===== src/hdl/sbx_pkg.sv =====
// sbx_pkg: shared types and constants for the segment/box crossing test.
// No dependencies; imported by sbx_face and segment_box_crossing_test_core.
package sbx_pkg;

  // Configuration register indexes
  localparam int unsigned CfgIdxBits = 3;

  typedef enum logic [CfgIdxBits-1:0] {
    REG_X_LOW  = 3'd0,
    REG_X_HIGH = 3'd1,
    REG_Y_LOW  = 3'd2,
    REG_Y_HIGH = 3'd3,
    REG_Z_LOW  = 3'd4,
    REG_Z_HIGH = 3'd5
  } cfg_reg_e;

  localparam int unsigned NumBounds = 6;
  localparam int unsigned NumFaces  = 6;

  // Load enables of the face lane stages
  typedef struct packed {
    logic l2;
    logic l3;
    logic l4;
    logic l5;
  } lane_en_t;

endpackage


===== src/hdl/sbx_face.sv =====
// sbx_face: one box face tested against the segment, stages 2 to 5.
// Depends on sbx_pkg (lane_en_t). Skew selects the slanted face whose
// other edge runs along the diagonal of the i edge and the j axis.
module sbx_face #(
  parameter int unsigned CoordBits = 10,
  parameter bit          Skew      = 1'b0
) (
  input  logic                      clk_i,
  input  sbx_pkg::lane_en_t         en_i,
  input  logic signed [CoordBits:0] di_i,
  input  logic signed [CoordBits:0] dj_i,
  input  logic signed [CoordBits:0] dk_i,
  input  logic signed [CoordBits:0] ri_i,
  input  logic signed [CoordBits:0] rj_i,
  input  logic signed [CoordBits:0] rk_i,
  input  logic signed [CoordBits:0] a_i,
  input  logic signed [CoordBits:0] b_i,
  output logic                      hit_o
);
  import sbx_pkg::*;

  localparam int unsigned CW = CoordBits + 1;     // differences, edges
  localparam int unsigned PW = 2 * CoordBits + 2; // single products
  localparam int unsigned MW = 2 * CoordBits + 3; // cross terms
  localparam int unsigned NW = 3 * CoordBits + 5; // widest compare

  // 0 <= n/dn <= 1 without division, dn known nonzero where it matters
  function automatic logic in_unit(input logic signed [NW-1:0] n,
                                   input logic signed [NW-1:0] dn);
    logic r;
    if (dn > 0) begin
      r = (n >= 0) && (n <= dn);
    end else begin
      r = (n <= 0) && (n >= dn);
    end
    return r;
  endfunction

  // Stage 2: products of the segment and origin terms
  logic signed [PW-1:0] pik_q, pki_q, pjk_q, pkj_q, bd2_q;
  logic signed [PW-1:0] pik_d, pki_d, pjk_d, pkj_d, bd2_d;
  logic                 t1_2_q, nz2_q;

  assign pik_d = di_i * rk_i;
  assign pki_d = dk_i * ri_i;
  assign pjk_d = dj_i * rk_i;
  assign pkj_d = dk_i * rj_i;
  assign bd2_d = b_i * dk_i;

  always_ff @(posedge clk_i) begin
    if (en_i.l2) begin
      pik_q  <= pik_d;
      pki_q  <= pki_d;
      pjk_q  <= pjk_d;
      pkj_q  <= pkj_d;
      bd2_q  <= bd2_d;
      t1_2_q <= in_unit(NW'(rk_i), NW'(dk_i));
      nz2_q  <= (a_i != '0) && (b_i != '0) && (dk_i != '0);
    end
  end

  // Stage 3: cross terms
  logic signed [MW-1:0] m2_q, m3_q;
  logic signed [PW-1:0] bd3_q;
  logic                 pre3_q;

  always_ff @(posedge clk_i) begin
    if (en_i.l3) begin
      m2_q   <= MW'(pik_q) - MW'(pki_q);
      m3_q   <= MW'(pjk_q) - MW'(pkj_q);
      bd3_q  <= bd2_q;
      pre3_q <= t1_2_q && nz2_q;
    end
  end

  // Stage 4: third parameter; the i-edge parameter per face kind
  logic t3_q, pre4_q, t2_fin;

  always_ff @(posedge clk_i) begin
    if (en_i.l4) begin
      t3_q   <= in_unit(NW'(m3_q), NW'(bd3_q));
      pre4_q <= pre3_q;
    end
  end

  if (Skew) begin : g_skew
    // s = m2/(a dk) - m3/(b dk), tested over the common denominator a b dk
    localparam int unsigned AW = 3 * CoordBits + 3;
    localparam int unsigned BW = 3 * CoordBits + 4;
    logic signed [PW-1:0] ab2_q;
    logic signed [CW-1:0] a2_q, b2_q, a3_q, b3_q, dk2_q;
    logic signed [AW-1:0] abd3_q, abd4_q;
    logic signed [BW-1:0] bm4_q, am4_q;
    logic signed [NW-1:0] num;

    always_ff @(posedge clk_i) begin
      if (en_i.l2) begin
        ab2_q <= a_i * b_i;
        a2_q  <= a_i;
        b2_q  <= b_i;
        dk2_q <= dk_i;
      end
      if (en_i.l3) begin
        abd3_q <= AW'(ab2_q) * AW'(dk2_q);
        a3_q   <= a2_q;
        b3_q   <= b2_q;
      end
      if (en_i.l4) begin
        bm4_q  <= BW'(b3_q) * BW'(m2_q);
        am4_q  <= BW'(a3_q) * BW'(m3_q);
        abd4_q <= abd3_q;
      end
    end

    assign num    = NW'(bm4_q) - NW'(am4_q);
    assign t2_fin = in_unit(num, NW'(abd4_q));
  end else begin : g_flat
    logic signed [PW-1:0] ad2_q, ad3_q;
    logic                 t2_q;

    always_ff @(posedge clk_i) begin
      if (en_i.l2) begin
        ad2_q <= a_i * dk_i;
      end
      if (en_i.l3) begin
        ad3_q <= ad2_q;
      end
      if (en_i.l4) begin
        t2_q <= in_unit(NW'(m2_q), NW'(ad3_q));
      end
    end

    assign t2_fin = t2_q;
  end

  // Stage 5: face hit
  logic hit_q;

  always_ff @(posedge clk_i) begin
    if (en_i.l5) begin
      hit_q <= pre4_q && t3_q && t2_fin;
    end
  end

  assign hit_o = hit_q;

endmodule

===== config.mk =====
export PLATFORM = sky130hd
export DESIGN_NAME = sbx_face
export DESIGN_NICKNAME = d
export VERILOG_FILES = /design/src/hdl/sbx_pkg.sv /design/src/hdl/sbx_face.sv
export SDC_FILE = /design/constraint.sdc
export NUM_CORES = 2
export LEC_CHECK = 0
export ABC_AREA = 1
export ABC_CLOCK_PERIOD_IN_PS = 11750
export BUFFER_PORTS_ARGS = -buffer_cell sky130_fd_sc_hd__buf_4
export CAP_MARGIN = 20
export CORE_ASPECT_RATIO = 1.25
export CORE_MARGIN = 1
export CORE_UTILIZATION = 55
export CTS_BUF_LIST = sky130_fd_sc_hd__clkbuf_16
export CTS_CLUSTER_DIAMETER = 60
export DETAILED_ROUTE_END_ITERATION = 6
export PLACE_DENSITY = 0.71
export SYNTH_ARGS = -nofsm -noshare
export SYNTH_HDL_FRONTEND = slang
export SYNTH_SLANG_ARGS = --single-unit

===== constraint.sdc =====
create_clock -name clk_i -period 11.75 [get_ports clk_i]
set_clock_uncertainty 0.05 [all_clocks]
set_input_delay 2.35 -clock clk_i [delete_from_list [all_inputs] [get_ports clk_i]]
set_output_delay 2.35 -clock clk_i [all_outputs]
set_load 0.05 [all_outputs]

# After elaboration in Yosys (flattened, before gate mapping)
# Index checks and enable logic that the tools add are counted.
[word_totals]
input_bits = 93
output_inout_bits = 1
reg_bits = 229
wordCells = 57
[op_classes]
muxes = 3
n_mul = 6
reduce_logical = 14
order_cmp = 15
add_sub_neg = 2
[ops]
columns = ["operator", "n"]
rows = [
  ["$mul 11x11->22", 6],
  ["$ge 23x1->1 const B", 2],
  ["$ge 23x22->1", 2],
  ["$le 23x1->1 const B", 2],
  ["$le 23x22->1", 2],
  ["$sub 22x22->23", 2],
  ["$gt 22x1->1 const B", 2],
  ["$reduce_bool 11->1", 3],
  ["$ge 11x1->1 const B", 1],
  ["$ge 11x11->1", 1],
  ["$gt 11x1->1 const B", 1],
  ["$le 11x1->1 const B", 1],
  ["$le 11x11->1", 1],
  ["$logic_and 1x1->1", 11],
  ["$mux 1", 3],
]

# Logic depth before layout (Yosys ltp)
[depth]
depth_word = 3
ltp_mapped = 23
mapped_depth_nobuf = 21

# Worst setup path after synthesis
# Ideal clock, no wire load.
[synth_timing]
path_kind = "input -> register"
from = "input dk_i[5]"
to = "register bd2_q[21] (data pin)"
arrival_ps = 6709
stages = 21
path_buffers = 2
required_ps = 11448
slack_ps = 4739
setup_ps = 252
path_cell_list = "clkbuf_1 > clkbuf_1 > nand2_1 > fa_1 > inv_1 > fa_1 > fa_1 > inv_1 > fa_1 > inv_1 > fa_1 > ha_1 > nand2_1 > nor2_1 > nand2_1 > inv_1 > nand4_1 > nand3_1 > inv_1 > nand2_1 > nand2_1"
[synth_between]
elab_chain_cells = 1
[synth_rtl]
columns = ["item", "line", "rtl"]
rows = [
  ["from (decl)", "sbx_face.sv:12", "input logic signed [CoordBits:0] dk_i,"],
  ["$mul 11x11->22", "sbx_face.sv:48", "assign bd2_d = b_i * dk_i;"],
  ["via bd2_d[21]", "sbx_face.sv:41", "logic signed [PW-1:0] pik_d, pki_d, pjk_d, pkj_d, bd2_d;"],
  ["to (signal assigned)", "sbx_face.sv:56", "bd2_q <= bd2_d;"],
  ["to (decl)", "sbx_face.sv:40", "logic signed [PW-1:0] pik_q, pki_q, pjk_q, pkj_q, bd2_q;"],
]
# The timed path passes the listed nets, and every way through them passes these cells.
# A chain may end at the register's enable or synchronous reset.

# Worst setup path in the final report
[layout_timing]
from = "input dk_i[10]"
to = "register bd2_q[17] (data pin)"
# Same word-level chain as after synthesis.

==> impl_metrics.xml <==
<?xml version="1.0" encoding="UTF-8"?>
<metrics>
  <group name="timing">
    <metric name="setup_viol" unit="">0</metric>
    <metric name="worst_hold_slack" unit="ns">0.363</metric>
    <metric name="finalHoldViolCount" unit="">0</metric>
    <metric name="worst-slew-pin-transition" unit="ns">1.08</metric>
    <metric name="final-max-slew-violation-count" unit="">0</metric>
    <metric name="grt_setup_unrepaired" unit="">no</metric>
    <metric name="timing.setup.tns" unit="ns">0</metric>
    <metric name="final_period_minus_worst_setup_slack" unit="ns">7.22</metric>
    <metric name="fmax" unit="GHz">0.138</metric>
    <metric name="period_share" unit="%">61.5</metric>
    <metric name="slew_headroom" unit="%">28.0</metric>
  </group>
  <group name="placed_design">
    <metric name="dp_hpwl" unit="mm">77.6</metric>
    <metric name="post_dp_cell_area" unit="um^2">42600</metric>
    <metric name="numPortBuffers" unit="">93</metric>
    <metric name="gp_routability_congestion" unit="">0.922</metric>
  </group>
  <group name="cells_and_area">
    <metric name="n_fill_cell" unit="">6674</metric>
    <metric name="fraction_of_the_core_area_covered_by_cells_at_the_end_of_the_flow" unit="%">59.0</metric>
    <metric name="layout.nets" unit="">6125</metric>
    <metric name="area_growth" unit="%">5.39</metric>
    <metric name="layout-drive-gt1-share" unit="%">3.57</metric>
    <metric name="finalInstanceArea" unit="um^2">43500</metric>
  </group>
  <group name="synth">
    <metric name="synth.avg_cell_area" unit="um^2">8.31</metric>
    <metric name="synth-main-ff-cell" unit="">edfxtp_1</metric>
    <metric name="synth-seq-cells" unit="">229</metric>
    <metric name="synth_top_area_cell" unit="">fa_1</metric>
    <metric name="synth.yosys.warnings" unit="">0</metric>
    <metric name="yosysSeqAreaShare" unit="%">16.7</metric>
    <metric name="synth_enable_flop_cells" unit="">229</metric>
    <metric name="mappedNetlistNets" unit="">6144</metric>
    <metric name="syn-instance-count" unit="">4964</metric>
    <metric name="synth_cell_types" unit="">40</metric>
    <metric name="post_synth_most_frequent_cells" unit="">1455 x inv_1, 1140 x nand2_1, 704 x fa_1</metric>
    <metric name="post_synth_main_area_contributors" unit="">fa_1 34%, edfxtp_1 17%, inv_1 13%</metric>
    <metric name="syn_area" unit="um^2">41300</metric>
    <metric name="netlist.area_leader.share" unit="%">34.2</metric>
    <metric name="synth_most_common_cell" unit="">inv_1</metric>
    <metric name="synthArstFlopShare" unit="%">0</metric>
  </group>
  <group name="worst_setup_path">
    <metric name="critPathCaptureType" unit="">flop</metric>
    <metric name="critical_path_class" unit="">input pin to flop</metric>
    <metric name="crit_path_max_fanout" unit="">27</metric>
    <metric name="critical_path_required" unit="ns">12.00</metric>
    <metric name="slowest_stage" unit="">inv_1</metric>
    <metric name="max_stage_delay" unit="ns">0.53</metric>
    <metric name="startpoint_type" unit="">input pin</metric>
    <metric name="crit_arrival" unit="ns">7.47</metric>
    <metric name="worst_path_cell_chain" unit="">buf_4 &gt; inv_1 &gt; or2_2 &gt; fa_1 &gt; fa_1 &gt; inv_1 &gt; fa_1 &gt; fa_1 &gt; inv_1 &gt; fa_1 &gt; inv_1 &gt; ha_1 &gt; a21oi_1 &gt; nor2_1 &gt; nor2_1 &gt; inv_1 &gt; a21oi_1 &gt; o21ai_0 &gt; xor2_1</metric>
  </group>
  <group name="clock_tree">
    <metric name="holdBufCountCts" unit="">0</metric>
    <metric name="cts.repair_timing.setup_buffer_count" unit="">0</metric>
    <metric name="tritoncts" unit="">yes</metric>
    <metric name="cts.reportedPaths.clkPinSlew" unit="ns">0.06</metric>
    <metric name="worstSkewPairLatency" unit="ns">0.55</metric>
    <metric name="max-clock-path-buffers" unit="">3</metric>
    <metric name="cts_repair_resize_count" unit="">0</metric>
    <metric name="h-tree-depth" unit="">1</metric>
    <metric name="cts.root.buffer_cell" unit="">clkbuf_16</metric>
    <metric name="cts_inserted_buffers" unit="">25</metric>
    <metric name="clock_sinks" unit="">229</metric>
  </group>
  <group name="die">
    <metric name="pin_count" unit="">94</metric>
    <metric name="start_util" unit="%">56.0</metric>
    <metric name="chipHeight" unit="um">308</metric>
    <metric name="die_area" unit="um^2">76100</metric>
    <metric name="core.rowCount" unit="">111</metric>
    <metric name="placeableCoreArea" unit="um^2">73700</metric>
    <metric name="floorplan.die.width" unit="um">247</metric>
  </group>
  <group name="min_path">
    <metric name="hp-class" unit="">flop to flop</metric>
  </group>
  <group name="grt">
    <metric name="globalRoute.totalOverflow" unit="">0</metric>
    <metric name="grt_max_degree" unit="">88</metric>
    <metric name="number_of_antenna_violations_at_the_first_check_in_global_routing" unit="">5</metric>
    <metric name="grt_pass1_wl" unit="mm">158</metric>
    <metric name="gr-usage-all-layers" unit="%">26.2</metric>
    <metric name="vias_in_the_first_global_route" unit="">32000</metric>
  </group>
  <group name="routing">
    <metric name="route.detailed.drc" unit="">19</metric>
    <metric name="detail_route.vias_per_cell" unit="">5.13</metric>
    <metric name="routed_length_per_placed_instance" unit="um">16.1</metric>
    <metric name="detailedRoute.firstPassIterationCount" unit="">7</metric>
    <metric name="route.antenna.remaining_nets" unit="">0</metric>
    <metric name="route.final.wire_length" unit="mm">95.6</metric>
    <metric name="drc_violation_total_after_the_first_tritonroute_iteration" unit="">1509</metric>
    <metric name="number_of_vias_in_the_routed_layout" unit="">30400</metric>
  </group>
  <group name="run">
    <metric name="maxCapViolCount" unit="">0</metric>
  </group>
  <group name="run_status">
    <metric name="run_status" unit="">complete, but fails checks</metric>
    <metric name="failed_checks" unit="">DRC</metric>
  </group>
</metrics>
[critical path, delay by kind of cell]
family	cells	cell delay, ns
fa+ha+maj	6	2.68
buf+inv	6	1.12
xor+xnor	1	0.16
compound gates	3	0.47
simple gates	3	0.69
[area by class of cell]
class | instances | area (um^2) | share of cell area (%)
antenna | 3 | 7.51 | 0.0173
clock buffer | 25 | 626 | 1.44
clock inverter | 20 | 206 | 0.475
inverter | 1457 | 5470 | 12.6
multi-input combinational | 3137 | 28400 | 65.3
sequential | 229 | 6880 | 15.8
tap | 960 | 1200 | 2.76
timing repair buffer | 95 | 717 | 1.65
[cells in the final DEF (no fill, tap or decap), types with 4 or more instances in the layout]
master / count
ha_1: 383
buf_4: 94
o21ai_0: 89
nand3_2: 5
nand2_1: 1140
fa_1: 704
nand3_1: 112
a21oi_1: 184
clkbuf_16: 25
nand4_1: 35
nand2_2: 6
o21ai_1: 5
nor2_1: 196
o21a_1: 4
a21o_1: 15
clkinv_1: 5
or2_2: 11
edfxtp_1: 229
nor4_1: 21
inv_1: 1460
o21ai_2: 13
xor2_1: 100
a31oi_1: 10
nand3b_1: 10
nor3_1: 16
xnor2_1: 54
[per-stage QoR]
step                worst slack [ns]  instances
floorplan                       4.74       4964
global placement                4.01       5878
detailed placement              4.00       5878
CTS                             4.58       5923
global route                    4.29       5926
finish                          4.53       5926
[registers in the layout, summed over array words and instances (netlist names)]
register and flops:
g_flat.ad3_q 22, pkj_q 22, g_flat.ad2_q 22, pre3_q 1, pre4_q 1, hit_o 1
pik_q 22, bd2_q 22, m2_q 23, bd3_q 22, m3_q 23, t3_q 1
g_flat.t2_q 1, t1_2_q 1, nz2_q 1, pjk_q 22, pki_q 22
[routing by layer]
metal  part of all wire, %  global-route usage, %
met4                   3.1                   8.50
met2                    51                   46.8
met5                 0.031                      0
met1                    41                   33.3
met3                   4.6                   2.10
[cell families after synthesis]
logic type               synth area share (%)
buffers and inverters                    14.6
AND/OR/NAND/NOR                          15.3
adder cells (fa/ha/maj)                  45.8
AO/OA/AOI/OAI                            4.42
flip-flops                               16.7
XOR/XNOR                                 3.27
[path summary, 6_finish.rpt]
path | startpoint | endpoint | slack (ns) | depth (start not counted)
worst max register to register | pjk_q[0] | m3_q[18] | 9.43 | 9
worst min-delay path | pre3_q | pre4_q | 0.36 | 0
worst min register to register | pre3_q | pre4_q | 0.36 | 0
worst max-delay path | dk_i[10] | bd2_q[17] | 4.53 | 19
Power is left out: the tool's default activity adds up to more than one toggle a clock period on the data nets, which glitch-free logic cannot reach.
